$ cat config.mk
export PLATFORM = sky130hd
export DESIGN_NAME = websocket_frame_deframer
export DESIGN_NICKNAME = d
export VERILOG_FILES = /design/src/rtl/core/wsd_pkg.sv /design/src/rtl/core/wsd_parser.sv /design/src/rtl/core/wsd_out_stage.sv /design/src/rtl/core/websocket_frame_deframer.sv
export SDC_FILE = /design/constraint.sdc
export NUM_CORES = 1
export LEC_CHECK = 0
export ABC_AREA = 1
export BUFFER_PORTS_ARGS = -buffer_cell sky130_fd_sc_hd__buf_2
export CORE_ASPECT_RATIO = 0.7
export CORE_MARGIN = 2
export CORE_UTILIZATION = 38
export DETAILED_ROUTE_END_ITERATION = 7
export SETUP_SLACK_MARGIN = 0.4
export SLEW_MARGIN = 20
export SYNTH_ARGS = -nofsm -noshare
export SYNTH_HDL_FRONTEND = slang
export SYNTH_SLANG_ARGS = --single-unit
$ cat constraint.sdc
create_clock -name clk_i -period 5.26 [get_ports clk_i]
set_input_delay 1.052 -clock clk_i [delete_from_list [all_inputs] [get_ports clk_i]]
set_output_delay 1.052 -clock clk_i [all_outputs]
set_load 0.02 [all_outputs]
$ cat src/rtl/core/wsd_pkg.sv
// Types and constants of the websocket frame deframer.
// No dependencies; imported by every module of the block.
`timescale 1ns / 1ps

package wsd_pkg;

  localparam int unsigned PayLenW = 64;
  localparam int unsigned TdataW  = 80;

  localparam logic [6:0] Len7Ext16 = 7'd126;
  localparam logic [6:0] Len7Ext64 = 7'd127;
  localparam logic [3:0] Ext16Bytes = 4'd2;
  localparam logic [3:0] Ext64Bytes = 4'd8;
  localparam logic [3:0] KeyBytes   = 4'd4;

  typedef enum logic [2:0] {
    PH_B0   = 3'd0,
    PH_B1   = 3'd1,
    PH_EXT  = 3'd2,
    PH_MASK = 3'd3,
    PH_PAY  = 3'd4
  } phase_e;

  typedef enum logic [1:0] {
    KIND_HDR     = 2'd0,
    KIND_HDR_END = 2'd1,
    KIND_PAYLOAD = 2'd2
  } kind_e;

  // One result word as it leaves the parser.
  typedef struct packed {
    kind_e                kind;
    logic [7:0]           out_byte;
    logic                 fin_flag;
    logic [3:0]           opcode;
    logic                 masked_flag;
    logic [PayLenW-1:0]   payload_length;
    logic                 frame_end;
  } wsd_result_t;

endpackage

$ cat src/rtl/core/wsd_parser.sv
// Frame header parser and payload unmasking: state registers and per-word logic.
// Depends on wsd_pkg.
`timescale 1ns / 1ps

module wsd_parser #(
  parameter int unsigned LENGTH_BITS = 64
) (
  input  logic                clk_i,
  input  logic                rst_ni,
  input  logic                step_i,
  input  logic [7:0]          in_byte_i,
  input  logic                restart_i,
  output wsd_pkg::wsd_result_t res_o
);
  import wsd_pkg::*;

  phase_e                 phase_q, phase_d;
  logic [3:0]             cnt_q, cnt_d;
  logic [LENGTH_BITS-1:0] len_q, len_d;
  logic                   ovf_q, ovf_d;
  logic [31:0]            key_q, key_d;
  logic [LENGTH_BITS-1:0] idx_q, idx_d;
  logic                   fin_q, fin_d;
  logic [3:0]             op_q, op_d;
  logic                   msk_q, msk_d;

  phase_e                 ph;
  logic                   done;
  logic [LENGTH_BITS-1:0] final_len;
  logic [LENGTH_BITS-1:0] shifted;
  logic                   ovf_n;
  logic [7:0]             key_byte;
  logic [LENGTH_BITS-1:0] idx_inc;

  // Next state and result for the word at the input register
  always_comb begin
    ph        = restart_i ? PH_B0 : phase_q;
    phase_d   = phase_q;
    cnt_d     = cnt_q;
    len_d     = len_q;
    ovf_d     = ovf_q;
    key_d     = key_q;
    idx_d     = idx_q;
    fin_d     = fin_q;
    op_d      = op_q;
    msk_d     = msk_q;
    done      = 1'b0;
    final_len = len_q;
    shifted   = {len_q[LENGTH_BITS-9:0], in_byte_i};
    ovf_n     = ovf_q | (|len_q[LENGTH_BITS-1 -: 8]);
    idx_inc   = idx_q + LENGTH_BITS'(1);
    key_byte  = 8'h00;

    res_o.kind           = KIND_HDR;
    res_o.out_byte       = 8'h00;
    res_o.payload_length = '0;
    res_o.frame_end      = 1'b0;

    unique case (idx_q[1:0])
      2'd0: key_byte = key_q[31:24];
      2'd1: key_byte = key_q[23:16];
      2'd2: key_byte = key_q[15:8];
      2'd3: key_byte = key_q[7:0];
      default: key_byte = 8'h00;
    endcase

    unique case (ph)
      PH_B1: begin
        msk_d = in_byte_i[7];
        key_d = '0;
        if (in_byte_i[6:0] == Len7Ext16) begin
          len_d   = '0;
          ovf_d   = 1'b0;
          cnt_d   = Ext16Bytes;
          phase_d = PH_EXT;
        end else if (in_byte_i[6:0] == Len7Ext64) begin
          len_d   = '0;
          ovf_d   = 1'b0;
          cnt_d   = Ext64Bytes;
          phase_d = PH_EXT;
        end else begin
          len_d = LENGTH_BITS'(in_byte_i[6:0]);
          if (in_byte_i[7]) begin
            cnt_d   = KeyBytes;
            phase_d = PH_MASK;
          end else begin
            done      = 1'b1;
            final_len = LENGTH_BITS'(in_byte_i[6:0]);
          end
        end
      end
      PH_EXT: begin
        len_d = shifted;
        ovf_d = ovf_n;
        cnt_d = cnt_q - 4'd1;
        if (cnt_q == 4'd1) begin
          if (msk_q) begin
            cnt_d   = KeyBytes;
            phase_d = PH_MASK;
          end else begin
            done      = 1'b1;
            final_len = ovf_n ? '1 : shifted;
          end
        end
      end
      PH_MASK: begin
        key_d = {key_q[23:0], in_byte_i};
        cnt_d = cnt_q - 4'd1;
        if (cnt_q == 4'd1) begin
          done      = 1'b1;
          final_len = ovf_q ? '1 : len_q;
        end
      end
      PH_PAY: begin
        res_o.kind           = KIND_PAYLOAD;
        res_o.out_byte       = in_byte_i ^ (msk_q ? key_byte : 8'h00);
        res_o.payload_length = PayLenW'(len_q);
        idx_d                = idx_inc;
        // index stays below the length, so reaching it ends the frame
        if (idx_inc == len_q) begin
          res_o.frame_end = 1'b1;
          phase_d         = PH_B0;
        end
      end
      default: begin
        fin_d   = in_byte_i[7];
        op_d    = in_byte_i[3:0];
        msk_d   = 1'b0;
        cnt_d   = '0;
        len_d   = '0;
        ovf_d   = 1'b0;
        key_d   = '0;
        idx_d   = '0;
        phase_d = PH_B1;
      end
    endcase

    // Header complete: latch the saturated length and pick the next phase
    if (done) begin
      len_d                = final_len;
      ovf_d                = 1'b0;
      idx_d                = '0;
      res_o.kind           = KIND_HDR_END;
      res_o.payload_length = PayLenW'(final_len);
      if (final_len == '0) begin
        res_o.frame_end = 1'b1;
        phase_d         = PH_B0;
      end else begin
        phase_d = PH_PAY;
      end
    end

    res_o.fin_flag    = fin_d;
    res_o.opcode      = op_d;
    res_o.masked_flag = msk_d;
  end

  // Parser state, advanced once per word moved to the output stage
  always_ff @(posedge clk_i or negedge rst_ni) begin
    if (!rst_ni) begin
      phase_q <= PH_B0;
      cnt_q   <= '0;
      len_q   <= '0;
      ovf_q   <= 1'b0;
      key_q   <= '0;
      idx_q   <= '0;
      fin_q   <= 1'b0;
      op_q    <= '0;
      msk_q   <= 1'b0;
    end else if (step_i) begin
      phase_q <= phase_d;
      cnt_q   <= cnt_d;
      len_q   <= len_d;
      ovf_q   <= ovf_d;
      key_q   <= key_d;
      idx_q   <= idx_d;
      fin_q   <= fin_d;
      op_q    <= op_d;
      msk_q   <= msk_d;
    end
  end

endmodule

$ cat src/rtl/core/wsd_out_stage.sv
// Output register holding one result word until the sink takes it.
// Depends on wsd_pkg.
`timescale 1ns / 1ps

module wsd_out_stage (
  input  logic                 clk_i,
  input  logic                 rst_ni,
  input  logic                 valid_i,
  output logic                 ready_o,
  input  wsd_pkg::wsd_result_t res_i,
  output logic                 valid_o,
  input  logic                 ready_i,
  output wsd_pkg::wsd_result_t res_o
);
  import wsd_pkg::*;

  logic        valid_q;
  wsd_result_t res_q;

  // Free when empty or when the held word leaves this cycle
  assign ready_o = !valid_q || ready_i;

  always_ff @(posedge clk_i or negedge rst_ni) begin
    if (!rst_ni) begin
      valid_q <= 1'b0;
    end else if (ready_o) begin
      valid_q <= valid_i;
    end
  end

  always_ff @(posedge clk_i) begin
    if (ready_o && valid_i) begin
      res_q <= res_i;
    end
  end

  assign valid_o = valid_q;
  assign res_o   = res_q;

endmodule

$ cat src/rtl/core/websocket_frame_deframer.sv
// WebSocket frame deframer, receive side: splits a byte stream into frame headers
// and unmasked payload. A parameter sets the width of the payload length counter.
// Usage:
//   Slave side: one received byte per word in s_axis_tdata_i; s_axis_tuser_i set
//   marks a byte that starts a new frame header and abandons the current frame.
//   Master side: exactly one result word per input word, in order. tuser gives
//   the kind (header byte, last header byte, payload byte), tlast marks the last
//   word of a frame (a zero-length frame ends on its last header byte), and tdata
//   carries the unmasked byte, FIN, opcode, mask bit and payload length.
//   Path: an accepted word sits in the input register, is parsed by combinational
//   logic and is registered in the output register, from which it is offered.
//   Throughput: one word per cycle while the sink holds tready high; parsing is
//   one pass of logic between the input register and the output register.
//   Reset: both registers empty, parser waits for the first byte of a header.
//   Stall: when the sink holds tready low the output word stays put; at most one more
//   word is taken into the input register, then s_axis_tready_o falls.
//   A length larger than LENGTH_BITS bits saturates to all ones.
`timescale 1ns / 1ps

module websocket_frame_deframer #(
  parameter int unsigned LENGTH_BITS = 64
) (
  input  logic                       clk_i,
  input  logic                       rst_ni,
  input  logic                       s_axis_tvalid_i,
  output logic                       s_axis_tready_o,
  input  logic [7:0]                 s_axis_tdata_i,  // [7:0] in_byte
  input  logic [0:0]                 s_axis_tuser_i,  // [0] restart
  output logic                       m_axis_tvalid_o,
  input  logic                       m_axis_tready_i,
  // [7:0] out_byte, [8] fin_flag, [12:9] opcode, [13] masked_flag,
  // [77:14] payload_length, [79:78] zero
  output logic [wsd_pkg::TdataW-1:0] m_axis_tdata_o,
  output logic [1:0]                 m_axis_tuser_o,  // [1:0] kind
  output logic                       m_axis_tlast_o   // frame_end
);
  import wsd_pkg::*;

  logic        in_valid_q;
  logic [7:0]  in_byte_q;
  logic        in_restart_q;
  logic        out_ready;
  logic        step;
  wsd_result_t res;
  wsd_result_t out_res;

  assign step            = in_valid_q && out_ready;
  assign s_axis_tready_o = !in_valid_q || out_ready;

  // Input register
  always_ff @(posedge clk_i or negedge rst_ni) begin
    if (!rst_ni) begin
      in_valid_q <= 1'b0;
    end else if (s_axis_tready_o) begin
      in_valid_q <= s_axis_tvalid_i;
    end
  end

  always_ff @(posedge clk_i) begin
    if (s_axis_tready_o && s_axis_tvalid_i) begin
      in_byte_q    <= s_axis_tdata_i;
      in_restart_q <= s_axis_tuser_i[0];
    end
  end

  wsd_parser #(
    .LENGTH_BITS(LENGTH_BITS)
  ) u_parser (
    .clk_i     (clk_i),
    .rst_ni    (rst_ni),
    .step_i    (step),
    .in_byte_i (in_byte_q),
    .restart_i (in_restart_q),
    .res_o     (res)
  );

  wsd_out_stage u_out (
    .clk_i   (clk_i),
    .rst_ni  (rst_ni),
    .valid_i (in_valid_q),
    .ready_o (out_ready),
    .res_i   (res),
    .valid_o (m_axis_tvalid_o),
    .ready_i (m_axis_tready_i),
    .res_o   (out_res)
  );

  // Pack the result word onto the master side
  assign m_axis_tdata_o = {2'b00, out_res.payload_length, out_res.masked_flag,
                           out_res.opcode, out_res.fin_flag, out_res.out_byte};
  assign m_axis_tuser_o = out_res.kind;
  assign m_axis_tlast_o = out_res.frame_end;

endmodule

# == Yosys cells after proc, flatten, opt, wreduce, memory -nomap -nowiden ==
# Cells that the tools add are included.
# classes
add_sub_neg,2
eq_ne,20
muxes,53
bitwise,4
reduce_logical,20
# op_table
cell,n
$mux 64,11
$pmux 64 s3,2
$mux 65,2
$pmux 64 s2,1
$add 64x1->64 const B,1
$eq 64x64->1,1
$logic_not 64->1,1
$pmux 32 s2,1
$pmux 8 s4,1
$mux 3,9
$mux 4,6
$pmux 4 s4,1
$eq 7x7->1 const B,2
$mux 1,12
$pmux 3 s4,1
$mux 10,1
$ne 3x1->1 const B,3
$mux 8,1
$reduce_or 8->1,1
$xor 8x8->8,1
$mux 7,1
$eq 3x2->1 const B,2
$ne 2x1->1 const B,3
$pmux 1 s3,2
other kinds (22),32
# totals
register_bits,266
input_bits,13
out_inout_bits,85
word_cells,119

# == Logic depth before layout (Yosys ltp) ==
# Gate-level depths: netlist of the first run.
# logic_depth
depth_word,9
ltp_mapped,20
ltp_nobuf,20

# == Modules after synthesis ==
# A second synthesis of the first run with hierarchy kept.
# hier_totals
hier_cells,2131
hier_area_um2,16025.4
# modules_own_cells
module,n_inst,cells_per_inst,area_per_inst_um2,seq_area_each_um2
wsd_parser,1,2024,13206.4,4354.2
wsd_out_stage,1,87,2477.4,2457.4
websocket_frame_deframer,1,20,341.6,295.3

# == Least setup slack after synthesis of the first run ==
# No wires, ideal clock.
# synth_path
path_kind,input -> register
from,input m_axis_tready_i
to,register u_parser.idx_q[6]
t_arrival_ns,4.370
path_slack_ns,0.752
cell_stages,9
path_buffers,1
path_cell_list,inv_1 -> nand2_1 -> nand2_1 -> clkinv_1 -> nand2_1 -> nor2_1 -> inv_2 -> buf_2 -> o22ai_1
# synth_between
elab_chain_len,3
# synth_lines
item,line_no,rtl
start: declaration,websocket_frame_deframer.sv:30,"input logic m_axis_tready_i,"
$logic_or 1x1->1,wsd_out_stage.sv:21,assign ready_o = !valid_q || ready_i;
$logic_and 1x1->1,websocket_frame_deframer.sv:47,assign step = in_valid_q && out_ready;
named net step,websocket_frame_deframer.sv:43,logic step;
$reduce_and 2->1 (no line),-,
end signal: assignment,wsd_parser.sv:176,idx_q <= idx_d;
end: declaration,wsd_parser.sv:22,"logic [LENGTH_BITS-1:0] idx_q, idx_d;"
# The timed path passes the listed nets, and every way through them passes these cells.
# A chain may end at the register's enable or synchronous reset.

==> flow_metrics.env, run 1 <==
export IMPL_drt_total_wl_mm=66.6
export IMPL_synth_ff_type="dfrtp_1"
export IMPL_clock_path_buffers=3
export IMPL_ys_seq_area_frac=0.432
export IMPL_combPwrFrac=0.369
export IMPL_slew_violations=0
export IMPL_design_core_area_um2=42600
export IMPL_cts_clk_slew_worst_paths_ns=0.06
export IMPL_cts_resized=0
export IMPL_tightest_slew_ns=1.02
export IMPL_start_util=0.387
export IMPL_grt_pass1_wl_mm=97.7
export IMPL_vias_per_cell=5.82
export IMPL_drive_gt1_frac=0.0881
export IMPL_async_flop_share=0.662
export IMPL_fmax_ghz=0.250
export IMPL_ff_latch_area_um2=7110
export IMPL_power_density_nw_per_um2=466
export IMPL_skew_ns=0.0153
export IMPL_avgSynthCellArea_um2=7.27
export IMPL_ys_types=45
export IMPL_hold_ws_ns=0.476
export IMPL_critPathKind="register to register"
export IMPL_end_kind="register"
export IMPL_min_period_ns=4.00
export IMPL_rsz0062_at_grt="false"
export IMPL_final_nets=2337
export IMPL_fin_tns_setup_ns=0
export IMPL_cts_tree="done"
export IMPL_dieArea_um2=45000
export IMPL_pwr_share_seq=0.399
export IMPL_multi_input_area_um2=8100
export IMPL_numCtsBuffers=29
export IMPL_finalHoldViolCount=0
export IMPL_synthTopCellsByCount="588 x nand2_1, 258 x nor2_1, 246 x nand3_1"
export IMPL_die_x_um=253
export IMPL_gr_total_overflow=0
export IMPL_die_h_um=178
export IMPL_leakage_nw=7.87
export IMPL_arrival_ns=4.44
export IMPL_synth_enable_flop_cells=90
export IMPL_synth_area_um2=16500
export IMPL_area_growth_pct=11.4
export IMPL_antenna_found_initial=0
export IMPL_cts_sinks=266
export IMPL_status="finished clean"
export IMPL_netSwitchingPower_mw=3.91
export IMPL_synth_most_common_cell="nand2_1"
export IMPL_hpwl_mm=50.1
export IMPL_drt_iter0_markers=2496
export IMPL_internal_power_mw=4.64
export IMPL_setup_viol=0
export IMPL_clock_root_buffer="clkbuf_16"
export IMPL_yosys_area_top_type="dfrtp_1"
export IMPL_grt_max_degree=102
export IMPL_postCtsHoldBufs=0
export IMPL_drv_cap=0
export IMPL_worst_skew_pair_late_latency_ns=0.58
export IMPL_io_buffers=95
export IMPL_start_kind="register"
export IMPL_io_pins=98
export IMPL_synth_top_cell_area_share=0.268
export IMPL_yosys_warnings=0
export IMPL_swShare=0.457
export IMPL_relSlewSlack=0.321
export IMPL_cp_max_fo=35
export IMPL_synth_area_leaders="dfrtp_1 27%, edfxtp_1 16%, nand2_1 13%"
export IMPL_htreeDepth=1
export IMPL_fillers=4376
export IMPL_via_count=16800
export IMPL_post_cts_setup_buffer_count=0
export IMPL_pwr_share_clk=0.232
export IMPL_dr_pass1_iters=6
export IMPL_grt_usage=0.292
export IMPL_wl_per_cell_um=23.0
export IMPL_gp_congestion=0.989
export IMPL_ys_seq_elements=266
export IMPL_finalCritPeriodShare=0.760
export IMPL_drc=0
export IMPL_synthCells=2263
export IMPL_ir_worst_vdd_mv=0.308
export IMPL_hold_class="register to register"
export IMPL_worstPathRequired_ns=5.70
export IMPL_rows=63
export IMPL_grt_pass1_vias=15100
export IMPL_ant_nets=0
[state kept, by name (all words and copies together) (netlist names), 3 cells and up]
| signal | flops |
|---|---|
| in_byte_q | 8 |
| u_out.res_o | 81 |
| u_parser.cnt_q | 4 |
| u_parser.idx_q | 64 |
| u_parser.key_q | 32 |
| u_parser.len_q | 64 |
| u_parser.op_q | 4 |
| u_parser.phase_q | 3 |
[placed cells by master (no fill, tap or decap), types with 10 or more instances in the layout]
cell type | synthesis | final
nand4_1 | 22 | 22
inv_1 | 222 | 221
o22ai_1 | 43 | 43
clkbuf_16 | 0 | 29
xnor3_1 | 10 | 10
a31oi_1 | 17 | 17
nand3_1 | 246 | 246
o21ai_1 | 10 | 10
o21ai_0 | 229 | 229
nor2_1 | 258 | 257
buf_4 | 4 | 18
buf_2 | 39 | 94
a22oi_1 | 60 | 60
dfrtp_1 | 176 | 176
edfxtp_1 | 90 | 90
xor2_1 | 31 | 31
a21oi_1 | 89 | 89
inv_2 | 12 | 13
nand2_1 | 588 | 587
nor2_2 | 13 | 12
[final timing paths]
kind	from	slack [ns]	cells past startpoint	to
worst max-delay path	u_parser.len_q[58]	1.26	16	u_out.res_o[0]
worst min register to register	u_parser.op_q[0]	0.48	2	u_parser.op_q[0]
max in group asynchronous	rst_ni	3.68	2	u_parser.len_q[48]
worst min-delay path	u_parser.op_q[0]	0.48	2	u_parser.op_q[0]
min in group asynchronous	rst_ni	0.58	1	u_parser.key_q[26]
worst max register to register	u_parser.len_q[58]	1.26	16	u_out.res_o[0]
[metal layers]
metal | up-vias | track usage | routed length [um]
li1 | 7685 | - | -
met1 | 8139 | 0.475 | 32300
met2 | 961 | 0.366 | 24300
met3 | 54 | 0.0956 | 9300
met4 | 0 | 0.0424 | 758
met5 | - | 0 | 0
[area by class of cell]
cell class                 instances  area share
antenna                            2    0.000273
clock buffer                      37      0.0423
clock inverter                    15     0.00601
inverter                         235      0.0482
multi-input combinational       1671       0.442
sequential                       266       0.388
tap                              552      0.0377
timing repair buffer             115      0.0360
[power groups by stage]
stage | Combinational [mW] | Sequential (mW) | Clock (mW)
detailed placement | 3.05 | 3.37 | 0
global placement | 3.03 | 3.37 | 0
floorplan | 1.94 | 3.12 | 0
CTS | 3.07 | 3.34 | 2.01
finish | 3.15 | 3.41 | 1.98
global route | 3.44 | 3.42 | 2.08
[metrics by stage]
step	instances	power [mW]	setup slack (ns)	util	cell area, um2
4_1_cts	2891	8.42	1.41	0.431	18300
6_report	2893	8.55	1.26	0.431	18300
2_1_floorplan	2264	5.06	0.752	-	16500
3_5_place_dp	2839	6.42	1.45	0.410	17400
3_3_place_gp	2839	6.41	1.36	0.410	17400
5_1_grt	2891	8.94	1.03	0.431	18300
[critical path, stage by stage, from the launching register on]
cell and delay (ns):
dfrtp_1 0.43, inv_1 0.19, nand3_1 0.12, nor2_2 0.71, nand2_1 0.48, buf_4 0.40
inv_1 0.25, nand2_1 0.08, a21oi_1 0.13, nand3_1 0.09, nand2_1 0.13, nand2_1 0.08
nor2_1 0.11, nand3_1 0.12, nor2_1 0.23, nand2_1 0.16, nand2_1 0.12
[kinds of logic (layout without fill, tap and decap cells)]
family | count (synthesis) | in the layout | synth area share
xor gates and xnor gates | 43 | 43 | 0.0322
adders and majority gates | 6 | 6 | 0.00456
and+or+nand+nor | 1161 | 1161 | 0.297
AOI/OAI and AO/OA | 459 | 459 | 0.156
other | 1 | 4 | 0.000228
buffers and inverters | 327 | 402 | 0.0785
DFF | 266 | 266 | 0.432
No activity file was read; power rests on OpenSTA's default activity.
==> inputs of run 2 (changes only) <==
clock period = 3.58 ns   (was 5.26 ns; I/O delays follow)
==> flow_metrics.env, run 2 (synthesis results as in run 1) <==
export IMPL_status="finished clean"
export IMPL_mostFrequentLayoutCells="579 x nand2_1, 242 x nand3_1, 237 x nor2_1"
export IMPL_slew_violations=0
export IMPL_finalCritPeriodShare=0.857
export IMPL_clock_path_buffers=3
export IMPL_numCtsBuffers=29
export IMPL_die_x_um=253
export IMPL_io_pins=98
export IMPL_power_density_nw_per_um2=675
export IMPL_via_count=17000
export IMPL_end_kind="register"
export IMPL_design_core_area_um2=42600
export IMPL_largest_reg_flops=81
export IMPL_fin_tns_setup_ns=0
export IMPL_vias_per_cell=5.81
export IMPL_tightest_slew_ns=0.877
export IMPL_hold_class="primary input to asynchronous set/reset pin"
export IMPL_rows=63
export IMPL_final_nets=2373
export IMPL_worstPathRequired_ns=4.07
export IMPL_r2r_cells=19
export IMPL_grt_pass1_wl_mm=101
export IMPL_cp_max_fo=5
export IMPL_internal_power_mw=7.03
export IMPL_dr_pass1_iters=6
export IMPL_cts_sinks=266
export IMPL_cts_tree="done"
export IMPL_dieArea_um2=45000
export IMPL_drv_cap=0
export IMPL_fillers=4336
export IMPL_drt_iter0_markers=2623
export IMPL_netSwitchingPower_mw=5.73
export IMPL_relSlewSlack=0.409
export IMPL_setup_slack_ns=0.511
export IMPL_start_kind="register"
export IMPL_antennaDiodeCount=0
export IMPL_setup_viol=0
export IMPL_grt_usage=0.303
export IMPL_worst_skew_pair_late_latency_ns=0.60
export IMPL_ant_nets=0
export IMPL_gr_total_overflow=0
export IMPL_fmax_ghz=0.326
export IMPL_cts_clk_slew_worst_paths_ns=0.06
export IMPL_htreeDepth=1
export IMPL_clock_root_buffer="clkbuf_16"
export IMPL_hpwl_mm=51.9
export IMPL_ff_latch_area_um2=7110
export IMPL_grt_max_degree=85
export IMPL_pwr_share_clk=0.242
export IMPL_pre_cts_ws_ns=0.206
export IMPL_finalHoldViolCount=0
export IMPL_wl_per_cell_um=23.5
export IMPL_area_growth_pct=14.9
export IMPL_antenna_found_initial=1
export IMPL_drc=0
export IMPL_r2r_start="u_parser.idx_q[53]"
export IMPL_min_period_ns=3.07
export IMPL_leakage_nw=8.13
export IMPL_skew_ns=0.0267
export IMPL_pwr_share_seq=0.389
export IMPL_gp_congestion=0.998
export IMPL_arrival_ns=3.56
export IMPL_ir_worst_vdd_mv=0.460
export IMPL_grt_pass1_vias=15300
export IMPL_die_h_um=178
export IMPL_drt_total_wl_mm=68.9
export IMPL_multi_input_area_um2=8240
export IMPL_combPwrFrac=0.369
export IMPL_rsz0062_at_grt="true"
export IMPL_mostFrequentLayoutCell="nand2_1"
export IMPL_start_util=0.387
export IMPL_drive_gt1_frac=0.121
export IMPL_io_buffers=95
export IMPL_startpoint="u_parser.idx_q[53]"
export IMPL_critPathKind="register to register"
export IMPL_swShare=0.449
run 2: worst max-delay path: stages (launching register included):
cell and delay (ns):
dfrtp_1 0.54, nand2_1 0.09, nor2_1 0.17, nand3_1 0.16
nor2_1 0.19, nand2_1 0.18, nor2_4 0.21, inv_1 0.09
nand2_1 0.09, nand3_1 0.07, nand2_1 0.13, nand2_1 0.07
nor2_1 0.14, nand2_1 0.06, nor2_1 0.16, nand3_2 0.19
nand2_2 0.14, nand2_1 0.10, nand2_1 0.10, nand2_1 0.05
run 2: routing by layer:
metal  global-route usage  vias to the layer above  wire, um
li1                     -                     7763         -
met1                0.492                     8201     32900
met2                0.375                      983     25000
met3                0.102                       63      9910
met4               0.0471                        2      1010
met5               0.0242                        -       147
run 2: path summary, 6_finish.rpt:
kind                                  endpoint  slack [ns]
max reg2reg                u_parser.phase_q[0]        0.51
min reg2reg                   u_parser.op_q[3]        0.48
max in group asynchronous   u_parser.idx_q[50]        2.64
max                        u_parser.phase_q[0]        0.51
min in group clk_i                in_byte_q[2]        0.29
min                         u_parser.key_q[30]        0.16
run 2: area by class of cell:
| type | count | area share |
|---|---|---|
| Clock inverter | 13 | 0.00748 |
| Sequential cell | 266 | 0.376 |
| Clock buffer | 41 | 0.0429 |
| Timing Repair Buffer | 151 | 0.0540 |
| Inverter | 235 | 0.0467 |
| Tap cell | 552 | 0.0365 |
| Multi-Input combinational cell | 1671 | 0.436 |
run 2: power by group through the flow:
stage	Sequential [mW]	Combinational, mW	Clock, mW
after floorplan	4.58	2.85	0
after global placement	4.91	4.51	0
after detailed placement	4.92	4.52	0
after CTS	4.86	4.55	3.12
after global routing	4.97	5.12	3.23
final	4.97	4.70	3.09
run 2: metrics by stage:
| stage | instances | instance area, um2 | hold WS, ns | power (mW) | util |
|---|---|---|---|---|---|
| after floorplan | 2264 | 16500 | 0.420 | 7.43 | - |
| after global placement | 2859 | 17700 | 0.462 | 9.42 | 0.415 |
| after global routing | 2929 | 18900 | 0.221 | 13.3 | 0.444 |
| final | 2929 | 18900 | 0.160 | 12.8 | 0.444 |
| after detailed placement | 2859 | 17700 | 0.466 | 9.44 | 0.415 |
| after CTS | 2913 | 18700 | 0.200 | 12.5 | 0.439 |
run 2: timing repair:
item                                    in CTS  in global routing
endpoints found under the setup margin       4                  8
gates resized for setup                      8                 48
setup buffers                                0                 16
pin swaps                                    0                  6
cloned                                       0                  0
hold buffers                                 0                  0
